--- src/sv/lkec_pkg.sv ---
// Shared types and constants for the keyed LRU cache directory.
// No dependencies; imported by the scan unit, the top level and the checker.
package lkec_pkg;

    localparam int KEY_W      = 32;
    localparam int STAMP_W    = 32;
    localparam int CNT_W      = 32;
    localparam int CFG_W      = 5;
    localparam int SLOT_OUT_W = 4;
    localparam int S_TDATA_W  = 32;
    localparam int M_TDATA_W  = 104;
    localparam int RAM_W      = KEY_W + STAMP_W;

    localparam logic [CFG_W-1:0] CFG_RESET = CFG_W'(16);

    typedef enum logic [3:0] {
        ST_IDLE   = 4'b0001,
        ST_SCAN   = 4'b0010,
        ST_DRAIN  = 4'b0100,
        ST_DECIDE = 4'b1000
    } state_t;

    // control from the sequencer to the scan unit
    typedef struct packed {
        logic clear;
        logic sample;
    } scan_ctrl_t;

    // what the scan found
    typedef struct packed {
        logic found;
        logic got_free;
        logic any_old;
    } scan_flags_t;

endpackage

--- src/sv/lru_keyed_entry_cache_top.sv ---
// The result beat is registered in the decide state, after the scan and drain states.
// One request is handled at a time; the scan
// reads one entry per cycle through the single read port of the key/stamp RAM,
// and the next input beat waits until the result beat has been taken.
// Reset (aresetn low, synchronous) clears all valid bits, use count, request
// stamp, hit and miss counters, and sets max_entries to 16. No clearing pass.
// Depends on lkec_pkg, lkec_ram, lkec_scan.
module lru_keyed_entry_cache_top #(
    parameter int SLOTS = 16
) (
    input  logic                            aclk,
    input  logic                            aresetn,
    input  logic                            s_tvalid,
    output logic                            s_tready,
    input  logic [lkec_pkg::S_TDATA_W-1:0]  s_tdata,   // [31:0] request_key
    output logic                            m_tvalid,
    input  logic                            m_tready,
    // [0] hit, [4:1] slot, [5] evicted, [37:6] evicted_key,
    // [69:38] hit_total, [101:70] miss_total, [103:102] zero
    output logic [lkec_pkg::M_TDATA_W-1:0]  m_tdata,
    input  logic                            cfg_valid,
    output logic                            cfg_ready,
    input  logic [lkec_pkg::CFG_W-1:0]      cfg_data   // max_entries
);
    import lkec_pkg::*;

    localparam int IDX_W  = $clog2(SLOTS);
    localparam int USED_W = $clog2(SLOTS + 1);
    localparam int CMP_W  = (USED_W > CFG_W) ? USED_W : CFG_W;

    state_t              state_reg, state_next;
    logic [CFG_W-1:0]    max_reg;
    logic [KEY_W-1:0]    key_reg;
    logic [STAMP_W-1:0]  stamp_reg;
    logic [CNT_W-1:0]    hit_cnt_reg, miss_cnt_reg, hit_cnt_next, miss_cnt_next;
    logic [USED_W-1:0]   used_reg;
    logic [SLOTS-1:0]    valid_reg;
    logic [IDX_W-1:0]    addr_reg;
    logic                sample_reg;
    logic [IDX_W-1:0]    sample_idx_reg;
    logic                out_valid_reg;
    logic [M_TDATA_W-1:0] out_data_reg;

    scan_ctrl_t          ctrl;
    scan_flags_t         flags;
    logic [IDX_W-1:0]    hit_slot, free_slot, old_slot;
    logic [KEY_W-1:0]    old_key;
    logic [RAM_W-1:0]    rd_word;

    logic                s_beat, m_beat;
    logic [CMP_W-1:0]    limit;
    logic                fill_ok;
    logic [IDX_W-1:0]    dec_slot;
    logic                dec_evict, set_valid, inc_used;
    logic [KEY_W-1:0]    dec_ev_key;

    assign s_tready  = (state_reg == ST_IDLE) && !out_valid_reg;
    assign s_beat    = s_tvalid && s_tready;
    assign m_beat    = out_valid_reg && m_tready;
    assign cfg_ready = 1'b1;

    // effective limit: max_entries clamped to 1..SLOTS
    always_comb begin
        if (max_reg == '0) begin
            limit = CMP_W'(1);
        end else if (CMP_W'(max_reg) > CMP_W'(SLOTS)) begin
            limit = CMP_W'(SLOTS);
        end else begin
            limit = CMP_W'(max_reg);
        end
    end
    assign fill_ok = CMP_W'(used_reg) < limit;

    always_comb begin
        state_next = state_reg;
        unique case (state_reg)
            ST_IDLE:   if (s_beat) state_next = ST_SCAN;
            ST_SCAN:   if (addr_reg == IDX_W'(SLOTS - 1)) state_next = ST_DRAIN;
            ST_DRAIN:  state_next = ST_DECIDE;
            ST_DECIDE: state_next = ST_IDLE;
            default:   state_next = ST_IDLE;
        endcase
    end

    // decision on the scan outcome
    always_comb begin
        dec_slot   = '0;
        dec_evict  = 1'b0;
        dec_ev_key = '0;
        set_valid  = 1'b0;
        inc_used   = 1'b0;
        if (flags.found) begin
            dec_slot = hit_slot;
        end else if (fill_ok) begin
            if (flags.got_free) begin
                dec_slot  = free_slot;
                set_valid = 1'b1;
                inc_used  = 1'b1;
            end
        end else begin
            dec_slot = old_slot;
            if (flags.any_old) begin
                dec_evict  = 1'b1;
                dec_ev_key = old_key;
            end else begin
                set_valid = 1'b1;
            end
        end
    end

    assign hit_cnt_next  = hit_cnt_reg + CNT_W'(flags.found);
    assign miss_cnt_next = miss_cnt_reg + CNT_W'(!flags.found);

    assign ctrl.clear  = s_beat;
    assign ctrl.sample = sample_reg;

    lkec_ram #(
        .WIDTH (RAM_W),
        .DEPTH (SLOTS)
    ) u_ram (
        .aclk  (aclk),
        .we    (state_reg == ST_DECIDE),
        .waddr (dec_slot),
        .wdata ({stamp_reg, key_reg}),
        .raddr (addr_reg),
        .rdata (rd_word)
    );

    lkec_scan #(
        .SLOTS (SLOTS)
    ) u_scan (
        .aclk      (aclk),
        .aresetn   (aresetn),
        .ctrl      (ctrl),
        .idx       (sample_idx_reg),
        .ent_valid (valid_reg[sample_idx_reg]),
        .req_key   (key_reg),
        .now       (stamp_reg),
        .rd_key    (rd_word[KEY_W-1:0]),
        .rd_stamp  (rd_word[RAM_W-1:KEY_W]),
        .flags     (flags),
        .hit_slot  (hit_slot),
        .free_slot (free_slot),
        .old_slot  (old_slot),
        .old_key   (old_key)
    );

    always_ff @(posedge aclk) begin
        if (!aresetn) begin
            state_reg      <= ST_IDLE;
            max_reg        <= CFG_RESET;
            stamp_reg      <= '0;
            hit_cnt_reg    <= '0;
            miss_cnt_reg   <= '0;
            used_reg       <= '0;
            valid_reg      <= '0;
            addr_reg       <= '0;
            sample_reg     <= 1'b0;
            sample_idx_reg <= '0;
            out_valid_reg  <= 1'b0;
        end else begin
            state_reg      <= state_next;
            sample_reg     <= (state_reg == ST_SCAN);
            sample_idx_reg <= addr_reg;
            if (cfg_valid && cfg_ready) begin
                max_reg <= cfg_data;
            end
            if (s_beat) begin
                addr_reg <= '0;
            end else if (state_reg == ST_SCAN) begin
                addr_reg <= addr_reg + IDX_W'(1);
            end
            if (state_reg == ST_DECIDE) begin
                stamp_reg    <= stamp_reg + STAMP_W'(1);
                hit_cnt_reg  <= hit_cnt_next;
                miss_cnt_reg <= miss_cnt_next;
                if (set_valid) valid_reg[dec_slot] <= 1'b1;
                if (inc_used)  used_reg <= used_reg + USED_W'(1);
                out_valid_reg <= 1'b1;
            end else if (m_beat) begin
                out_valid_reg <= 1'b0;
            end
        end
    end

    always_ff @(posedge aclk) begin
        if (s_beat) begin
            key_reg <= s_tdata[KEY_W-1:0];
        end
        if (state_reg == ST_DECIDE) begin
            out_data_reg <= {2'b00, miss_cnt_next, hit_cnt_next, dec_ev_key, dec_evict,
                             SLOT_OUT_W'(dec_slot), flags.found};
        end
    end

    assign m_tvalid = out_valid_reg;
    assign m_tdata  = out_data_reg;

endmodule

--- src/sv/lkec_ram.sv ---
// Generic single-write, single-read RAM with registered read data.
// No dependencies.
module lkec_ram #(
    parameter int WIDTH = 64,
    parameter int DEPTH = 16
) (
    input  logic                     aclk,
    input  logic                     we,
    input  logic [$clog2(DEPTH)-1:0] waddr,
    input  logic [WIDTH-1:0]         wdata,
    input  logic [$clog2(DEPTH)-1:0] raddr,
    output logic [WIDTH-1:0]         rdata
);

    logic [WIDTH-1:0] mem [DEPTH];

    always_ff @(posedge aclk) begin
        if (we) begin
            mem[waddr] <= wdata;
        end
        rdata <= mem[raddr];
    end

endmodule

--- src/sv/lkec_scan.sv ---
// Per-entry compare and age unit, reused once per slot over the scan.
// Tracks first key match, first free slot and oldest valid entry. Uses lkec_pkg.
module lkec_scan #(
    parameter int SLOTS = 16
) (
    input  logic                        aclk,
    input  logic                        aresetn,
    input  lkec_pkg::scan_ctrl_t        ctrl,
    input  logic [$clog2(SLOTS)-1:0]    idx,
    input  logic                        ent_valid,
    input  logic [lkec_pkg::KEY_W-1:0]  req_key,
    input  logic [lkec_pkg::STAMP_W-1:0] now,
    input  logic [lkec_pkg::KEY_W-1:0]  rd_key,
    input  logic [lkec_pkg::STAMP_W-1:0] rd_stamp,
    output lkec_pkg::scan_flags_t       flags,
    output logic [$clog2(SLOTS)-1:0]    hit_slot,
    output logic [$clog2(SLOTS)-1:0]    free_slot,
    output logic [$clog2(SLOTS)-1:0]    old_slot,
    output logic [lkec_pkg::KEY_W-1:0]  old_key
);
    import lkec_pkg::*;

    localparam int IDX_W = $clog2(SLOTS);

    scan_flags_t        flags_reg, flags_next;
    logic [IDX_W-1:0]   hit_slot_reg, free_slot_reg, old_slot_reg;
    logic [KEY_W-1:0]   old_key_reg;
    logic [STAMP_W-1:0] best_age_reg;
    logic [STAMP_W-1:0] age;
    logic               take_hit, take_free, take_old;

    // wrapping age: larger means older
    assign age       = now - rd_stamp;
    assign take_hit  = ctrl.sample && ent_valid && (rd_key == req_key) && !flags_reg.found;
    assign take_free = ctrl.sample && !ent_valid && !flags_reg.got_free;
    assign take_old  = ctrl.sample && ent_valid && (!flags_reg.any_old || (age > best_age_reg));

    always_comb begin
        flags_next = flags_reg;
        if (ctrl.clear) begin
            flags_next = '0;
        end else begin
            if (take_hit)  flags_next.found    = 1'b1;
            if (take_free) flags_next.got_free = 1'b1;
            if (take_old)  flags_next.any_old  = 1'b1;
        end
    end

    always_ff @(posedge aclk) begin
        if (!aresetn) begin
            flags_reg     <= '0;
            hit_slot_reg  <= '0;
            free_slot_reg <= '0;
            old_slot_reg  <= '0;
        end else begin
            flags_reg <= flags_next;
            if (ctrl.clear) begin
                hit_slot_reg  <= '0;
                free_slot_reg <= '0;
                old_slot_reg  <= '0;
            end else begin
                if (take_hit)  hit_slot_reg  <= idx;
                if (take_free) free_slot_reg <= idx;
                if (take_old)  old_slot_reg  <= idx;
            end
        end
    end

    always_ff @(posedge aclk) begin
        if (take_old) begin
            best_age_reg <= age;
            old_key_reg  <= rd_key;
        end
    end

    assign flags     = flags_reg;
    assign hit_slot  = hit_slot_reg;
    assign free_slot = free_slot_reg;
    assign old_slot  = old_slot_reg;
    assign old_key   = old_key_reg;

endmodule

--- config.mk ---
export PLATFORM = sky130hd
export DESIGN_NAME = lru_keyed_entry_cache_top
export DESIGN_NICKNAME = d
export VERILOG_FILES = /design/src/sv/lkec_pkg.sv /design/src/sv/lru_keyed_entry_cache_top.sv /design/src/sv/lkec_ram.sv /design/src/sv/lkec_scan.sv
export SDC_FILE = /design/constraint.sdc
export NUM_CORES = 2
export LEC_CHECK = 0
export BUFFER_PORTS_ARGS = -buffer_cell sky130_fd_sc_hd__buf_2
export CAP_MARGIN = 20
export CORE_MARGIN = 3
export CORE_UTILIZATION = 62
export DETAILED_ROUTE_END_ITERATION = 8
export PLACE_DENSITY = 0.86
export SLEW_MARGIN = 5
export SYNTH_ARGS = -nofsm -noshare
export SYNTH_HDL_FRONTEND = slang
export SYNTH_SLANG_ARGS = --single-unit
--- constraint.sdc ---
create_clock -name aclk -period 11.3 [get_ports aclk]
set_clock_uncertainty 0.05 [all_clocks]
set_input_delay 2.26 -clock aclk [delete_from_list [all_inputs] [get_ports aclk]]
set_output_delay 2.26 -clock aclk [all_outputs]
set_load 0.005 [all_outputs]
-- Word-level counts from Yosys, hierarchy flattened
Memory sizes are Yosys's and may differ from the RTL's. A register that Yosys moved wholly into a read port is not among the register bits.
Cells that the tools add are included.
- equality and inequality tests: 8
- multiply operators: 0
- reductions and logical operators: 24
- multiplexer cells: 23
- div/mod/pow operators: 0
- bitwise gates (word level): 3
- add/sub/neg operators: 6
- order comparisons: 6
- shift-type cells: 0
- operators with widths (kind ; number):
    $add A32 B1 Y32 ; 2
    $add A32 B1 Y32 const B ; 1
    $eq A32 B32 Y1 ; 1
    $gt A32 B32 Y1 ; 1
    $sub A32 B32 Y32 ; 1
    $mux W4 ; 5
    $or A16 B16 Y16 ; 1
    $mux W1 ; 13
    $pmux W4 S3 ; 1
    $logic_and A1 B1 Y1 ; 10
    $lt A4 B5 Y1 const B ; 2
    $mux W5 ; 2
    $eq A4 B4 Y1 const B ; 2
    $reduce_and A2 Y1 ; 3
    $add A5 B1 Y5 const B ; 1
    $gt A5 B5 Y1 const B ; 1
    $logic_not A1 Y1 ; 5
    $logic_not A5 Y1 ; 1
    $lt A5 B5 Y1 ; 1
    $add A4 B1 Y4 const B ; 1
    $bmux W1 S4 ; 1
    $demux W1 S4 ; 1
    $eq A4 B1 Y1 const B ; 1
    $eq A4 B2 Y1 const B ; 1
    other kinds (8) ; 11
- output and inout bits: 107
- bits in latches: 0
- memory bits (writable): 1024
- word-level logic and storage cells: 94
- bits in read-only memories: 0
- flip-flop bits (word level): 349
- memories: 1
- memories (memory ; depth ; width ; read ports ; clocked after Yosys merged registers in ; write ports ; line ; text):
    u_ram.mem ; 16 ; 64 ; 1 ; 1 ; 1 ; lkec_ram.sv:15 ; logic [WIDTH-1:0] mem [DEPTH];

-- Depth between registers and ports, before layout
- word-level depth: 11
- gate-level depth with buffers: 20
- mapped depth without buffers: 19

-- By module
Synthesis repeated with hierarchy kept, for this count alone.
- cells, all modules: 3158
- area, all modules: 56321.5 µm²
- by module, submodules not included (module ; cells an instance ; area each (µm²) ; times used ; sequential area each (µm²)):
    lkec_ram ; 1647 ; 39581.7 ; 1 ; 32030.7
    lru_keyed_entry_cache_top ; 1004 ; 11501.0 ; 1 ; 6746.5
    lkec_scan ; 507 ; 5238.8 ; 1 ; 2222.1

-- Worst setup path after synthesis
No wires, ideal clock.
- kind: register -> register
- start: register max_reg[4]
- end: memory u_ram.mem[9][0], enable pin
- arrival: 8258 ps
- path slack: 2347 ps
- buffers on the path: 1
- required time: 10605 ps
- library setup time: 645 ps
- cell stages (with the launch flop): 12
- cells stage by stage: dfxtp_1 inv_1 nand2_1 ha_1 a21o_1 a211o_1 a21oi_1 buf_2 nor3b_1 o31ai_4 clkinv_1 nor4_1
- word-level cells in the longest chain between the ends: 6
- elaborated cells between the ends (all ways): 7
- classes of those cells: order compare: 2; mux: 4; reduce/logical: 1
- ends and longest elaborated chain (what ; line ; text):
    from (decl) ; lru_keyed_entry_cache_top.sv:32 ; logic [CFG_W-1:0] max_reg;
    from (signal assigned) ; lru_keyed_entry_cache_top.sv:166 ; max_reg <= cfg_data;
    $gt A5 B5 Y1 ; lru_keyed_entry_cache_top.sv:66 ; end else if (CMP_W'(max_reg) > CMP_W'(SLOTS)) begin
    $mux W5 ; lru_keyed_entry_cache_top.sv:66 ;
    $mux W5 (*) ; lru_keyed_entry_cache_top.sv:64 ; if (max_reg == '0) begin
    $lt A5 B5 Y1 (*) ; lru_keyed_entry_cache_top.sv:72 ; assign fill_ok = CMP_W'(used_reg) < limit;
    $mux W4 (*) ; lru_keyed_entry_cache_top.sv:94 ; end else if (fill_ok) begin
    $mux W4 (*) ; lru_keyed_entry_cache_top.sv:92 ; if (flags.found) begin
    named net dec_slot[1] ; lru_keyed_entry_cache_top.sv:53 ; logic [IDX_W-1:0] dec_slot;
    to (decl) ; lkec_ram.sv:15 ;
Mark *: on every way through the listed nets, which the timed path passes. The rest lies on a longest branch.

-- Worst setup path after layout
- start: register stamp_reg[1]
- end: register u_scan.old_slot_reg[3], in the netlist u_scan.old_slot[3]
- word-level cells in the longest chain between the ends: 4
- ends and longest elaborated chain (what ; line ; text):
    from (decl) ; lru_keyed_entry_cache_top.sv:34 ; logic [STAMP_W-1:0] stamp_reg;
    from (signal assigned) ; lru_keyed_entry_cache_top.sv:174 ; stamp_reg <= stamp_reg + STAMP_W'(1);
    $sub A32 B32 Y32 ; lkec_scan.sv:33 ; assign age = now - rd_stamp;
    named net u_scan.age[29] ; lkec_scan.sv:29 ; logic [STAMP_W-1:0] age;
    $gt A32 B32 Y1 ; lkec_scan.sv:36 ; assign take_old = ctrl.sample && ent_valid && (!flags_reg.any_old || (age > best_age_reg));
    $logic_or A1 B1 Y1 ; lkec_scan.sv:36 ;
    $logic_and A1 B1 Y1 ; lkec_scan.sv:36 ;
    to (signal assigned) ; lkec_scan.sv:64 ; if (take_old) old_slot_reg <= idx;
    to (decl) ; lkec_scan.sv:26 ; logic [IDX_W-1:0] hit_slot_reg, free_slot_reg, old_slot_reg;
The timed path passes the listed nets, and every way through them passes these cells.
A chain may end at the register's enable or synchronous reset.

==> metrics.txt <==
DRC viols=0; Finished Core Util=70.12%; Core ar.=0.09029 mm^2; H-tree levels=4; Slew Viols, Final=0; Avg Inst Size Synth=18.55 um^2; final hold violations=0; Num CTS Buffers=138; initial antenna violation count=2; post-route clock period utilization=51.95%; die extent in y=308.0 um; Worst R2R Setup Slack=5.43 ns; FF-to-FF Start=stamp_reg[1]$_SDFFE_PN0P_; clock period minus final worst setup slack=5.870 ns; TritonCTS Sinks=1437; cells on worst reg2reg path=16; setup violators final=0; pre-CTS setup slack=5.734 ns; Max FO, Critical Path=55; CTS tree=done; Clock Tree Root=clkbuf_16; chip width=308.0 um; Most flops, register=u_ram.mem; sequential-to-total area share from yosys stat=72.51%; async set-or-reset flop fraction in the synthesized netlist=0%; worst hold path stage count=2; DRT iter0 DRCs=3725; Setup CP Type=reg2reg; post-route setup TNS=0 ns; # rows=110; Syn Inst Count=3048; Mapped Area=0.05654 mm^2; Total GRT Usage=29.39%; critical path startpoint category=flip-flop; post-CTS setup buffers=0; area growth from synthesis to layout=11.98%; DP HPWL=68670 um; WL/cell=30.24 um; vias in the first global route=31640; hold endpoint=valid_reg[3]$_SDFFE_PN0P_; via count=30490; main flop type after synthesis=edfxtp_1; DR pass1 iterations=8; Worst-Margin Slew=1.188 ns; relative slew slack=20.79%; Yosys reg bits=1437; Clock Latency Late Sink=0.74 ns; Setup crit end kind=flip-flop; # IOs=149; status=finished clean; GPL Wtd Cong=0.8824; first-pass GRT wire length=204100 um; final setup margin=5.430 ns; Yosys warning count=0; Nets=3360; DRT Wirelength=137200 um; fmax=170.3 MHz; PostCTS Resize Cnt=0; Worst Path Arrival=6.46 ns; GRT overflow=0; largest net degree at the start of global routing=104; Leak=20.86 nW; min-delay worst type=reg2reg; Worst R2R End=u_scan.old_slot[3]$_SDFFE_PP0P_; hold_buf cts=0; Clock transition at path regs=0.06 ns; I/O Buffers=145; initial core utilization=62.62%; power per cell area=167.2 mW/mm^2; via-per-instance ratio=6.722; RSZ-0062 raised after global routing=no; EDFF count, synth=1222; Hold Path Origin=valid_reg[3]$_SDFFE_PN0P_; number of flip-flops in the largest register=1024; layout cells sized above 1=23.07%; DIE AREA=0.09485 mm^2; Worst Path Required=11.89 ns; Max VDD drop=0.1945 mV; worst-case clock buffer depth=3; ANT nets after route=0; Distinct cells, synth=78; max_cap viols=0
cells in the mapped netlist (5+ instances only):
| cell type | count | area [um^2] |
|---|---|---|
| edfxtp_1 | 1222 | 36700 |
| a21o_1 | 23 | 172.7 |
| nand4_1 | 39 | 244.0 |
| xnor2_1 | 122 | 1069 |
| xor2_1 | 82 | 718.2 |
| a211oi_1 | 5 | 37.54 |
| mux4_2 | 322 | 7252 |
| a21oi_1 | 38 | 190.2 |
| a31oi_1 | 12 | 75.07 |
| inv_1 | 83 | 311.6 |
| nor2b_1 | 28 | 175.2 |
| or3_1 | 15 | 93.84 |
| dfxtp_1 | 215 | 4304 |
| a21boi_0 | 22 | 165.2 |
| ha_1 | 74 | 925.9 |
| or2_2 | 6 | 37.54 |
| mux2i_1 | 19 | 190.2 |
| buf_2 | 28 | 140.1 |
| and3_1 | 12 | 75.07 |
| and2_1 | 111 | 694.4 |
| buf_1 | 13 | 48.80 |
| o21a_1 | 12 | 90.09 |
| and4_1 | 9 | 78.83 |
| nor3_1 | 32 | 160.2 |
| o21ai_0 | 44 | 220.2 |
| nand2b_1 | 7 | 43.79 |
| nor2_1 | 79 | 296.5 |
| nand2_1 | 130 | 488.0 |
| nor4b_1 | 6 | 52.55 |
| clkbuf_1 | 87 | 326.6 |
| nor4_1 | 12 | 75.07 |
| nand3_1 | 56 | 280.3 |
stage by stage:
stage	instance area, um^2	instances	hold WS (ns)	power [mW]
floorplan	56540	3049	0.3666	5.911
CTS	63280	4534	0.3996	10.63
finish	63310	4536	0.3976	10.59
detailed placement	58620	4278	0.3863	5.952
global placement	58620	4278	0.3763	5.943
global route	63310	4535	0.4113	10.82
final cells by class:
class,instances,area (um^2)
Sequential cell,1437,41010
Fill cell,5049,26970
Multi-Input combinational cell,1391,14740
Clock buffer,185,3855
Tap cell,1176,1471
Timing Repair Buffer,190,1099
Clock inverter,71,808.3
Inverter,85,324.1
Antenna cell,1,2.502
layout by cell type (no fill, tap or decap), types with 38 or more instances in the layout:
cell type,instances
edfxtp_1,1222
xnor2_1,122
o21ai_0,44
nand3_1,56
a21oi_1,38
nand2_1,130
clkbuf_16,142
and2_1,111
buf_2,144
nand4_1,39
ha_1,74
dfxtp_1,211
mux4_2,322
xor2_1,82
buf_4,44
nor2_1,77
inv_1,82
worst max-delay path by stage:
stage	depth (start not counted)	start	slack [ns]	end
floorplan	11	max_reg[4]$_SDFFE_PN1P_	2.35	u_ram.mem[9][0]$_DFFE_PP_
global placement	18	stamp_reg[0]$_SDFFE_PN0P_	5.89	u_scan.old_key[11]$_DFFE_PP_
detailed placement	18	stamp_reg[0]$_SDFFE_PN0P_	5.73	u_scan.old_key[15]$_DFFE_PP_
CTS	16	stamp_reg[1]$_SDFFE_PN0P_	5.57	u_scan.old_slot[3]$_SDFFE_PP0P_
global route	16	stamp_reg[1]$_SDFFE_PN0P_	5.21	u_scan.old_slot[3]$_SDFFE_PP0P_
finish	16	stamp_reg[1]$_SDFFE_PN0P_	5.43	u_scan.old_slot[3]$_SDFFE_PP0P_
power breakdown:
part / switching (mW) / internal, mW / leakage [nW]
Combinational: 0.0482 / 0.0329 / 5.80
Sequential: 0.0396 / 5.72 / 12.8
Clock: 2.04 / 2.71 / 2.28
Total: 2.13 / 8.46 / 20.9
cells by family (layout without fill, tap and decap cells):
family	after synthesis	count (layout)	synth area share, %
flops	1437	1437	72.51
simple gates	564	564	5.324
mux	344	344	13.30
buf+inv	221	531	1.587
xor+xnor	204	204	3.160
compound gates	201	201	2.428
fa+ha+maj	75	75	1.673
other cells	2	4	0.01328
layer usage:
metal / GRT usage (%) / vias to the layer above / part of all wire, %
met2: 49.26 / 2260 / 51
met5: 0 / - / 0.0051
li1: - / 12360 / -
met3: 6.105 / 439 / 10
met1: 37.59 / 15440 / 35
met4: 13.20 / 2 / 4.4
critical path, cell delays in order, from the launching register on:
cell,delay (ns)
dfxtp_1,0.77
ha_1,0.35
nor2b_1,0.16
o2111ai_1,0.32
a31oi_1,0.23
o2111a_1,0.30
o31a_1,0.29
or3_1,0.35
o311a_1,0.32
ha_1,0.34
nand4_1,0.18
nor3_1,0.23
nand2_1,0.11
a31oi_1,0.17
o31a_2,0.37
buf_4,0.84
mux2i_1,0.33
Power figures use the tool's default switching activity.
